===== src/rtl/core/direct_mapped_frame_cache_macros.svh =====
// assertion macros for the frame cache
`ifndef DIRECT_MAPPED_FRAME_CACHE_MACROS_SVH
`define DIRECT_MAPPED_FRAME_CACHE_MACROS_SVH

`ifndef ASSERT_OFF
`define DMFC_ASSERT(label, clk, rst_n, prop) \
    label: assert property (@(posedge clk) disable iff (!rst_n) prop) \
        else $error("dmfc assertion failed");
`define DMFC_ASSERT_NR(label, clk, prop) \
    label: assert property (@(posedge clk) prop) \
        else $error("dmfc assertion failed");
`else
`define DMFC_ASSERT(label, clk, rst_n, prop)
`define DMFC_ASSERT_NR(label, clk, prop)
`endif

`endif


===== src/rtl/core/dmfc_pkg.sv =====
// types, constants and helpers shared by the frame cache
package dmfc_pkg;

    localparam int SLOTS       = 16;
    localparam int IDX_W       = (SLOTS > 1) ? $clog2(SLOTS) : 1;
    localparam int FRAME_BYTES = 8;
    localparam int ACT_W       = 2;
    localparam int ID_W        = 29;
    localparam int HASH_W      = 32;
    localparam int LEN_W       = 4;
    localparam int PAY_W       = 64;
    localparam int STAMP_W     = 64;
    localparam int CNT_W       = 32;

    localparam logic [ACT_W-1:0] ACT_LOOKUP = 2'd0;
    localparam logic [ACT_W-1:0] ACT_STORE  = 2'd1;
    localparam logic [ACT_W-1:0] ACT_INVAL  = 2'd2;

    typedef struct packed {
        logic [ACT_W-1:0]   action;
        logic [ID_W-1:0]    frame_id;
        logic [HASH_W-1:0]  content_hash;
        logic [PAY_W-1:0]   payload;
        logic [LEN_W-1:0]   length;
        logic [STAMP_W-1:0] stamp;
    } t_req;

    typedef struct packed {
        logic               hit;
        logic [LEN_W-1:0]   found_length;
        logic [PAY_W-1:0]   found_payload;
        logic [STAMP_W-1:0] found_stamp;
        logic [CNT_W-1:0]   hits_total;
        logic [CNT_W-1:0]   misses_total;
    } t_rsp;

    typedef struct packed {
        logic [ID_W-1:0]    tag;
        logic [HASH_W-1:0]  hash;
        logic [LEN_W-1:0]   length;
        logic [PAY_W-1:0]   payload;
        logic [STAMP_W-1:0] stamp;
    } t_entry;

    localparam int ENTRY_W = $bits(t_entry);

    // bytes below len are written, all of them when len is eight or more
    function automatic logic [PAY_W-1:0] byte_mask(input logic [LEN_W-1:0] len);
        logic [PAY_W-1:0] mask;
        mask = '0;
        for (int i = 0; i < FRAME_BYTES; i++) begin
            mask[i*8 +: 8] = (LEN_W'(i) < len) ? 8'hFF : 8'h00;
        end
        return mask;
    endfunction

endpackage


===== src/rtl/core/dmfc_if.sv =====
// valid/ready channels for requests and responses
interface dmfc_req_if;
    import dmfc_pkg::*;
    logic valid;
    logic ready;
    t_req data;
    modport source (output valid, output data, input ready);
    modport sink (input valid, input data, output ready);
endinterface

interface dmfc_rsp_if;
    import dmfc_pkg::*;
    logic valid;
    logic ready;
    t_rsp data;
    modport source (output valid, output data, input ready);
    modport sink (input valid, input data, output ready);
endinterface


===== src/rtl/core/dmfc_ram.sv =====
// generic single write, single read ram with registered read data
module dmfc_ram #(
    parameter int WIDTH = 8,
    parameter int DEPTH = 16
) (
    input  logic                                    i_clk,
    input  logic                                    i_we,
    input  logic [((DEPTH > 1) ? $clog2(DEPTH) : 1)-1:0] i_waddr,
    input  logic [WIDTH-1:0]                        i_wdata,
    input  logic                                    i_re,
    input  logic [((DEPTH > 1) ? $clog2(DEPTH) : 1)-1:0] i_raddr,
    output logic [WIDTH-1:0]                        o_rdata
);

    logic [WIDTH-1:0] r_mem [DEPTH];
    logic [WIDTH-1:0] r_rdata;

    always_ff @(posedge i_clk) begin
        if (i_we) begin
            r_mem[i_waddr] <= i_wdata;
        end
        if (i_re) begin
            r_rdata <= r_mem[i_raddr];
        end
    end

    assign o_rdata = r_rdata;

endmodule


===== src/rtl/core/direct_mapped_frame_cache.sv =====
// direct-mapped cache of can frames: top level
// An accepted request reads its slot (frame_id modulo the slot count) from the slot ram.
// In the read state the tag and hash are checked; once the response register is free or
// being taken, a store writes the merged entry back and the response register is loaded.
// A new request is taken only after the read state is done, so requests do not overlap;
// this is set by the read-then-write of the single slot ram. Responses wait in a register,
// so a request is still taken while the previous response waits for its transfer.
// Valid bits live in flip-flops cleared by reset; there is no clearing pass.
`include "direct_mapped_frame_cache_macros.svh"

module direct_mapped_frame_cache (
    input logic       i_clk,
    input logic       i_rst_n,
    dmfc_req_if.sink  i_req,
    dmfc_rsp_if.source o_rsp
);
    import dmfc_pkg::*;

    localparam logic ST_IDLE = 1'b0;
    localparam logic ST_READ = 1'b1;

    logic               r_state, n_state;
    t_req               r_req;
    logic [SLOTS-1:0]   r_valid, n_valid;
    logic [SLOTS-1:0]   r_paid, n_paid;
    logic [CNT_W-1:0]   r_hits, n_hits;
    logic [CNT_W-1:0]   r_misses, n_misses;
    t_rsp               r_rsp, n_rsp;
    logic               r_out_valid, n_out_valid;

    logic               w_accept;
    logic               w_done;
    logic               w_hit;
    logic [IDX_W-1:0]   w_idx_in;
    logic [IDX_W-1:0]   w_idx;
    logic [ENTRY_W-1:0] w_rd_raw;
    t_entry             w_entry;
    t_entry             w_new;
    logic [PAY_W-1:0]   w_old_pay;
    logic [PAY_W-1:0]   w_mask;
    logic               w_we;

    assign i_req.ready = (r_state == ST_IDLE);
    assign w_accept    = i_req.valid && i_req.ready;
    assign w_done      = (r_state == ST_READ) && (!r_out_valid || o_rsp.ready);

    assign w_idx_in = IDX_W'(i_req.data.frame_id % SLOTS);
    assign w_idx    = IDX_W'(r_req.frame_id % SLOTS);

    assign w_entry   = t_entry'(w_rd_raw);
    assign w_old_pay = r_paid[w_idx] ? w_entry.payload : '0;
    assign w_mask    = byte_mask(r_req.length);

    assign w_new.tag     = r_req.frame_id;
    assign w_new.hash    = r_req.content_hash;
    assign w_new.length  = r_req.length;
    assign w_new.payload = (w_old_pay & ~w_mask) | (r_req.payload & w_mask);
    assign w_new.stamp   = r_req.stamp;

    assign w_hit = (r_req.action == ACT_LOOKUP) && r_valid[w_idx]
                && (w_entry.tag == r_req.frame_id) && (w_entry.hash == r_req.content_hash);
    assign w_we  = w_done && (r_req.action == ACT_STORE);

    dmfc_ram #(
        .WIDTH (ENTRY_W),
        .DEPTH (SLOTS)
    ) u_slot_ram (
        .i_clk   (i_clk),
        .i_we    (w_we),
        .i_waddr (w_idx),
        .i_wdata (w_new),
        .i_re    (w_accept),
        .i_raddr (w_idx_in),
        .o_rdata (w_rd_raw)
    );

    always_comb begin
        n_state     = r_state;
        n_valid     = r_valid;
        n_paid      = r_paid;
        n_hits      = r_hits;
        n_misses    = r_misses;
        n_rsp       = r_rsp;
        n_out_valid = r_out_valid;
        if (r_out_valid && o_rsp.ready) begin
            n_out_valid = 1'b0;
        end
        case (r_state)
            ST_IDLE: begin
                if (w_accept) begin
                    n_state = ST_READ;
                end
            end
            ST_READ: begin
                if (w_done) begin
                    n_state = ST_IDLE;
                    case (r_req.action)
                        ACT_LOOKUP: begin
                            if (w_hit) begin
                                n_hits = r_hits + 1'b1;
                            end else begin
                                n_misses = r_misses + 1'b1;
                            end
                        end
                        ACT_STORE: begin
                            n_valid[w_idx] = 1'b1;
                            n_paid[w_idx]  = 1'b1;
                        end
                        ACT_INVAL: begin
                            n_valid = '0;
                        end
                        default: begin
                        end
                    endcase
                    n_rsp.hit           = w_hit;
                    n_rsp.found_length  = w_hit ? w_entry.length : '0;
                    n_rsp.found_payload = w_hit ? w_old_pay : '0;
                    n_rsp.found_stamp   = w_hit ? w_entry.stamp : '0;
                    n_rsp.hits_total    = n_hits;
                    n_rsp.misses_total  = n_misses;
                    n_out_valid         = 1'b1;
                end
            end
            default: begin
                n_state = ST_IDLE;
            end
        endcase
    end

    always_ff @(posedge i_clk) begin
        if (!i_rst_n) begin
            r_state     <= ST_IDLE;
            r_valid     <= '0;
            r_paid      <= '0;
            r_hits      <= '0;
            r_misses    <= '0;
            r_out_valid <= 1'b0;
        end else begin
            r_state     <= n_state;
            r_valid     <= n_valid;
            r_paid      <= n_paid;
            r_hits      <= n_hits;
            r_misses    <= n_misses;
            r_out_valid <= n_out_valid;
        end
    end

    always_ff @(posedge i_clk) begin
        if (w_accept) begin
            r_req <= i_req.data;
        end
        r_rsp <= n_rsp;
    end

    assign o_rsp.valid = r_out_valid;
    assign o_rsp.data  = r_rsp;

    `DMFC_ASSERT_NR(a_reset_clears, i_clk, !i_rst_n |=> (!o_rsp.valid && r_state == ST_IDLE))
    `DMFC_ASSERT(a_accept_reads, i_clk, i_rst_n, w_accept |=> (r_state == ST_READ))
    `DMFC_ASSERT(a_one_count, i_clk, i_rst_n,
        (r_hits != $past(r_hits)) |-> (r_misses == $past(r_misses)))
    `DMFC_ASSERT(a_miss_zero, i_clk, i_rst_n,
        (o_rsp.valid && !o_rsp.data.hit) |-> (o_rsp.data.found_length == '0
            && o_rsp.data.found_payload == '0 && o_rsp.data.found_stamp == '0))

endmodule


===== src/flat_wrapper.sv =====
// flat-port wrapper written by rule: the top's interface ports become plain ports
module direct_mapped_frame_cache_flat import dmfc_pkg::*;
  (i_clk, i_rst_n, i_req_valid, i_req_data, i_req_ready, o_rsp_valid, o_rsp_data, o_rsp_ready);
  dmfc_req_if i_req_i ();
  dmfc_rsp_if o_rsp_i ();
  input logic i_clk;
  input logic i_rst_n;
  input wire logic [$bits(i_req_i.valid)-1:0] i_req_valid;
  input wire logic [$bits(i_req_i.data)-1:0] i_req_data;
  output wire logic [$bits(i_req_i.ready)-1:0] i_req_ready;
  output wire logic [$bits(o_rsp_i.valid)-1:0] o_rsp_valid;
  output wire logic [$bits(o_rsp_i.data)-1:0] o_rsp_data;
  input wire logic [$bits(o_rsp_i.ready)-1:0] o_rsp_ready;
  assign i_req_i.valid = i_req_valid;
  assign i_req_i.data = i_req_data;
  assign i_req_ready = i_req_i.ready;
  assign o_rsp_valid = o_rsp_i.valid;
  assign o_rsp_data = o_rsp_i.data;
  assign o_rsp_i.ready = o_rsp_ready;
  direct_mapped_frame_cache u_core (.i_clk(i_clk), .i_rst_n(i_rst_n), .i_req(i_req_i), .o_rsp(o_rsp_i));
endmodule

===== config.mk =====
export PLATFORM = sky130hd
export DESIGN_NAME = direct_mapped_frame_cache_flat
export DESIGN_NICKNAME = d
export VERILOG_FILES = /design/src/rtl/core/dmfc_pkg.sv /design/src/rtl/core/dmfc_if.sv /design/src/rtl/core/dmfc_ram.sv /design/src/rtl/core/direct_mapped_frame_cache.sv /design/src/flat_wrapper.sv
export VERILOG_INCLUDE_DIRS = /design/src /design/src/rtl/core
export SDC_FILE = /design/constraint.sdc
export NUM_CORES = 2
export LEC_CHECK = 0
export ABC_AREA = 1
export BUFFER_PORTS_ARGS = -buffer_cell sky130_fd_sc_hd__buf_2
export CAP_MARGIN = 20
export CELL_PAD_IN_SITES_DETAIL_PLACEMENT = 1
export CELL_PAD_IN_SITES_GLOBAL_PLACEMENT = 2
export CORE_ASPECT_RATIO = 1.4
export CORE_MARGIN = 2
export CORE_UTILIZATION = 46
export CTS_CLUSTER_SIZE = 16
export DETAILED_ROUTE_END_ITERATION = 10
export HOLD_SLACK_MARGIN = 0.12
export PLACE_DENSITY_LB_ADDON = 0.25
export SLEW_MARGIN = 5
export SYNTH_ARGS = -nofsm -noshare
export SYNTH_HDL_FRONTEND = slang
export SYNTH_HIERARCHICAL = 1
export SYNTH_SLANG_ARGS = --single-unit
export TNS_END_PERCENT = 30

===== constraint.sdc =====
create_clock -name i_clk -period 60.3 [get_ports i_clk]
set_clock_uncertainty 0.1 [all_clocks]
set_input_delay 12.06 -clock i_clk [delete_from_list [all_inputs] [get_ports i_clk]]
set_output_delay 12.06 -clock i_clk [all_outputs]
set_load 0.02 [all_outputs]

; After elaboration in Yosys (flattened, before gate mapping)
; Memory sizes are Yosys's and may differ from the RTL's. A register that Yosys moved wholly into a read port is not among the register bits.
; Index checks and enable logic that the tools add are counted.
[word_totals]
register_bits = 490
ram_bits = 3088
input_bits = 199
word_cells = 85
n_memories = 1
[mem_list]
columns = name, depth, word_bits, read_ports, rd_clocked_by_memory_dff, write_ports, line_no
row1 = u_core.u_slot_ram.r_mem, 16, 193, 1, 1, 1, dmfc_ram.sv:15  ; logic [WIDTH-1:0] r_mem [DEPTH];
[classes]
add_sub_neg = 2
magnitude_cmp = 10
n_eq_ne = 4
n_mux = 28
bitwise_logic = 7
reduce_logical = 15
[ops]
columns = op, n
row1 = 64-bit bitwise AND, 2
row2 = 32-bit 2-to-1 mux, 4
row3 = 32-bit by 1-bit adder with 32-bit output (second input constant), 2
row4 = 64-bit 2-to-1 mux, 1
row5 = 8-bit 2-to-1 mux, 8
row6 = 64-bit NOT, 1
row7 = 64-bit OR, 1
row8 = 32-bit equality test, 1
row9 = 16-bit OR, 2
row10 = 16-bit case mux with 2 select lines, 1
row11 = 29-bit equality test, 1
row12 = 3-bit by 4-bit less-than comparator with 1-bit output (first input constant), 4
row13 = 1-bit 2-to-1 mux, 10
row14 = 1-bit binary-select mux with 4-bit select, 2
row15 = 1-bit logical AND, 8
row16 = 1-bit by 4-bit less-than comparator with 1-bit output (first input constant), 2
row17 = 2-bit by 4-bit less-than comparator with 1-bit output (first input constant), 2
row18 = 3-bit AND reduction, 2
row19 = 4-bit by 5-bit less-than comparator with 1-bit output (second input constant), 1
row20 = 1-bit demux with 4-bit select, 1
row21 = 4-bit by 1-bit >= comparator with 1-bit output (second input constant), 1
row22 = 2-bit by 1-bit equality test with 1-bit output (second input constant), 1
row23 = 2-bit equality test (second input constant), 1
row24 = 2-bit logical NOT, 1
row25 = other kinds (6), 6

; Logic depth before layout (Yosys ltp)
[logic_depth]
word_depth = 7
ltp_mapped = 16

; Hierarchy
; Netlist, hierarchy kept.
[by_module_without_submodules]
columns = module, instances, cells_each, area_per_inst_um2, seq_area_each_um2
row1 = dmfc_ram, 1, 11718, 134153.7, 98524.5
row2 = direct_mapped_frame_cache, 1, 2350, 21923.5, 13733.2

; Least setup slack after synthesis
; Ideal clock, no wire load.
[synth_timing]
path_kind = in2reg
startpoint = in o_rsp_ready
endpoint = mem u_core/u_slot_ram/r_mem[12][0] (netlist bit), enable pin
arrival_ns = 30.442
path_slack_ns = 29.008
cell_stages = 7
cell_sequence = nor2_1 > nor2_1 > inv_1 > nor2_1 > clkbuf_1 > nand3_1 > nor2_1
[synth_via]
elab_chain_cells = 5
[synth_rtl]
columns = item, line_no
row1 = "start, declared", flat_wrapper.sv:13  ; input wire logic [$bits(o_rsp_i.ready)-1:0] o_rsp_ready;
row2 = 1-bit logical OR, direct_mapped_frame_cache.sv:45  ; assign w_done = (r_state == ST_READ) && (!r_out_valid || o_rsp.ready);
row3 = 1-bit logical AND, direct_mapped_frame_cache.sv:45
row4 = 1-bit logical AND, direct_mapped_frame_cache.sv:62  ; assign w_we = w_done && (r_req.action == ACT_STORE);
row5 = named net u_core.w_we, direct_mapped_frame_cache.sv:41  ; logic w_we;
row6 = 1-bit 2-to-1 mux, dmfc_ram.sv:19  ; if (i_we) begin
row7 = 1-bit 2-to-1 mux (implied by the code), dmfc_ram.sv:20  ; r_mem[i_waddr] <= i_wdata;
row8 = "end, declared", dmfc_ram.sv:15
; The timed path passes the listed nets, and every way through them passes these cells.

==> PnR_summary.wiki <==
{| class="wikitable"
! Metric !! Value
|-
| Horiz. Die Dim || 496 um
|-
| Transition time of the tightest slew-check pin || 1.21 ns
|-
| Clk_lat worst skew || 0.94 ns
|-
| Post-synth top area share || 70.7%
|-
| Global-route usage over all layers || 27.4%
|-
| Worst setup EP type || flop
|-
| Clock tree from TritonCTS || done
|-
| Maximum buffer depth of the clock tree || 4
|-
| Synthesized area || 156000 um^2
|-
| Start point of the worst min-delay path || u_core/r_paid[14]$_SDFFE_PN0P_
|-
| Initial core utilization || 46.1%
|-
| Total setup buffers inserted after CTS || 0
|-
| Crit path required time || 60.89 ns
|-
| Die Area || 344000 um^2
|-
| Status || finished, final reports clean
|-
| Initial antenna violation count || 17
|-
| Top cell types by occurrence after synthesis || sky130_fd_sc_hd__nand2_1 (4916), sky130_fd_sc_hd__edfxtp_1 (3673), sky130_fd_sc_hd__nand3_1 (2302)
|-
| Number of buffers added to fix hold violations after cts || 0
|-
| H-tree levels || 5
|-
| Final max-slew violation count || 0
|-
| Combinational family with the most area after synthesis || simple AND/OR/NAND/NOR gates
|-
| Pre-antenna DRT Iters || 5
|-
| Number of nets still failing antenna checks after routing || 0
|-
| Static leakage || 69.7 nW
|-
| PortBufs || 397
|-
| Library cells used by synthesis || 39
|-
| Fill cell instance count of the final layout || 35700
|-
| Async SR Flop Fraction || 0%
|-
| Number of enable flip-flop cells after synthesis || 3673
|-
| RSZ-0062 raised after global routing || no
|-
| Synth Area in Simple Gates || 21.1%
|-
| Flip-flop and latch count after synthesis || 3771
|-
| Vias per cell || 5.53
|-
| Final net count || 14600
|-
| Crit Path Class || in -> reg
|-
| Placeable Area || 338000 um^2
|-
| Ys Warns || 6
|-
| Total power || 5.60 mW
|-
| Via Count || 106000
|-
| Fin crit share || 30.3%
|-
| Worst slew margin || 19.5%
|-
| Worst setup path start || i_req_data[164]
|-
| Post-synthesis instance total || 14100
|-
| XOR/XNOR share of the synthesized area || 0.0898%
|-
| Top achievable clock speed || 54.7 MHz
|-
| Count of pins on the block boundary || 398
|-
| Die Span Y || 693 um
|-
| Signed area change from the synthesized netlist to the final layout || 11.5%
|-
| Startpoint of the worst-slack reg-to-reg timing path || u_core/r_state$_SDFF_PN0_
|-
| Number of DRC violations after detailed-routing iteration 0 || 7955
|-
| Maximum number of pins on one net before global-route repair || 236
|-
| Type of element launching the critical path || input pin
|-
| Share of layout cells above drive strength 1 || 8.76%
|-
| HPWL Detailed || 248000 um
|-
| # Max-Cap Violations || 0
|-
| Number of gates resized after CTS || 0
|-
| Global-route wire length before repair || 709000 um
|-
| Flip-flop cell with the highest count after synthesis || sky130_fd_sc_hd__edfxtp_1
|-
| Endpoints failing hold || 0
|-
| FP Rows || 253
|-
| DRC viols || 0
|-
| Tightest Hold Check Type || reg -> reg
|-
| Clock period minus final worst setup slack || 18.28 ns
|-
| Leading cell type by number of instances after synthesis || sky130_fd_sc_hd__nand2_1
|-
| Compound-Gate Fraction of Synth Area || 0.478%
|-
| Sequential cell area || 112000 um^2
|-
| Number of setup violations in the final report || 0
|-
| Fraction of the mapped netlist area in adder cells || 0.0401%
|-
| Area of the multi-input gates || 34000 um^2
|-
| Total clock buffers created by CTS || 376
|-
| Average detailed-routed wire length per instance || 25.0 um
|-
| Total Neg Setup Slack || 0 ns
|-
| Power Dens Cells || 32.2 nW/um^2
|-
| Average cell area after synthesis || 11.1 um^2
|-
| Post-synth top area cell || sky130_fd_sc_hd__edfxtp_1
|-
| Multiplexer area fraction after synthesis || 0%
|-
| Peak fanout along the critical path || 235
|-
| Seq/Total Area, Yosys || 71.9%
|-
| Total nets after synthesis || 14300
|-
| Total gr overflow || 0
|-
| Number of global-route vias before repair || 113000
|-
| Clock net sink count || 3771
|-
| Data arrival time of the critical path || 18.87 ns
|-
| Top cells by area in the synthesized netlist || sky130_fd_sc_hd__edfxtp_1 (71%), sky130_fd_sc_hd__nand2_1 (12%), sky130_fd_sc_hd__nand3_1 (7.4%), sky130_fd_sc_hd__inv_1 (3.9%), sky130_fd_sc_hd__buf_2 (1.3%)
|-
| Clock transition time at the flip-flop clock pins of the worst setup and hold paths || 0.06 ns
|-
| Global placer's final weighted congestion || 0.834
|-
| Root Driver || sky130_fd_sc_hd__clkbuf_16
|-
| Total routed wirelength || 479000 um
|-
| Worst voltage drop across the vdd grid || 30.1 uV
|}
==> state kept, by name (all words and copies together) (netlist names) <==
signal and flops:
u_core/r_misses 32, u_core/r_state 1, u_core/u_slot_ram/o_rdata 193, u_core/r_paid 16, u_core/r_hits 32, u_core/o_rsp.valid 1
u_core/o_rsp.data 197, u_core/u_slot_ram/r_mem 3088, u_core/r_valid 16, u_core/r_req 195
==> cells in the final DEF, fill, tap and decap left out, types with 26 or more instances in the layout <==
cell type | Yosys | layout
sky130_fd_sc_hd__dfxtp_1 | 98 | 98
sky130_fd_sc_hd__nand3_1 | 2302 | 2302
sky130_fd_sc_hd__clkbuf_16 | 0 | 381
sky130_fd_sc_hd__inv_1 | 1612 | 1611
sky130_fd_sc_hd__nor2_1 | 346 | 326
sky130_fd_sc_hd__bufinv_16 | 0 | 36
sky130_fd_sc_hd__nand4_1 | 70 | 70
sky130_fd_sc_hd__nor3_1 | 42 | 42
sky130_fd_sc_hd__a21oi_1 | 60 | 60
sky130_fd_sc_hd__clkinv_1 | 3 | 84
sky130_fd_sc_hd__buf_4 | 39 | 207
sky130_fd_sc_hd__buf_2 | 394 | 393
sky130_fd_sc_hd__nor3_2 | 28 | 28
sky130_fd_sc_hd__clkinv_2 | 0 | 74
sky130_fd_sc_hd__clkbuf_1 | 123 | 76
sky130_fd_sc_hd__o31ai_1 | 40 | 40
sky130_fd_sc_hd__edfxtp_1 | 3673 | 3673
sky130_fd_sc_hd__buf_12 | 0 | 26
sky130_fd_sc_hd__nand2_1 | 4916 | 4916
sky130_fd_sc_hd__or2_2 | 38 | 38
==> metrics by stage <==
step	setup WS, ns	cells	hold slack (ns)	utilization, %	cell area (um^2)
6_report	42.02	19100	0.375	51.4	174000
5_1_grt	41.71	19100	0.396	51.4	174000
4_1_cts	42.22	19100	0.377	51.4	174000
3_5_place_dp	41.24	18400	0.365	47.9	162000
3_3_place_gp	41.42	18400	0.351	47.9	162000
2_1_floorplan	29.01	14100	0.336	-	156000
==> routing by layer <==
metal	GRT usage, %	up-vias	wire, um
met5	0	-	50
met4	8.77	8	15900
met3	3.12	807	23500
met2	48.5	2839	243000
met1	34.9	54800	196000
li1	-	47300	-
==> area by class of cell <==
cell class	count	share of cell area (%)
sequential	3771	64.5
multi-input combinational	7957	19.5
clock buffer	457	5.64
inverter	1624	3.53
tap	4462	3.21
timing repair buffer	632	2.38
clock inverter	222	1.20
antenna	4	0.00575
==> logic make-up (layout without fill, tap and decap cells) <==
logic type               Yosys count  after routing
AND/OR/NAND/NOR                 7810           7810
other                              0              4
buffers and inverters           2340           2935
XOR/XNOR                          16             16
AO/OA/AOI/OAI                    126            126
adder cells (fa/ha/maj)            5              5
flip-flops                      3771           3771
==> report_power, final <==
| part | internal (mW) | switching (mW) | total (mW) | leakage (nW) |
|---|---|---|---|---|
| Clock | 1.31 | 1.01 | 2.33 | 5.82 |
| Sequential | 2.93 | 0.0348 | 2.96 | 34.3 |
| Combinational | 0.0763 | 0.233 | 0.309 | 29.6 |
| Total | 4.32 | 1.28 | 5.60 | 69.7 |
==> path summary, 6_finish.rpt <==
path,to,cells past startpoint,slack [ns]
worst min-delay path,u_core/r_paid[14]$_SDFFE_PN0P_,2,0.37
worst max-delay path,u_core/u_slot_ram/o_rdata[68]$_DFFE_PP_,13,42.02
worst max register to register,u_core/u_slot_ram/r_mem[3][58]$_DFFE_PP_,10,54.73
worst min register to register,u_core/r_paid[14]$_SDFFE_PN0P_,2,0.37
==> worst max-delay path, stage by stage <==
cell	delay (ns)
sky130_fd_sc_hd__buf_8	0.19
sky130_fd_sc_hd__inv_16	0.53
sky130_fd_sc_hd__buf_4	0.79
sky130_fd_sc_hd__buf_4	0.86
sky130_fd_sc_hd__buf_4	0.77
sky130_fd_sc_hd__buf_4	0.77
sky130_fd_sc_hd__buf_4	0.87
sky130_fd_sc_hd__buf_4	0.81
sky130_fd_sc_hd__nand2_1	0.17
sky130_fd_sc_hd__nand3_1	0.14
sky130_fd_sc_hd__nand3_1	0.08
sky130_fd_sc_hd__nand3_1	0.13
sky130_fd_sc_hd__nand2_1	0.07
Note: power is estimated with default switching activity, not from simulation.
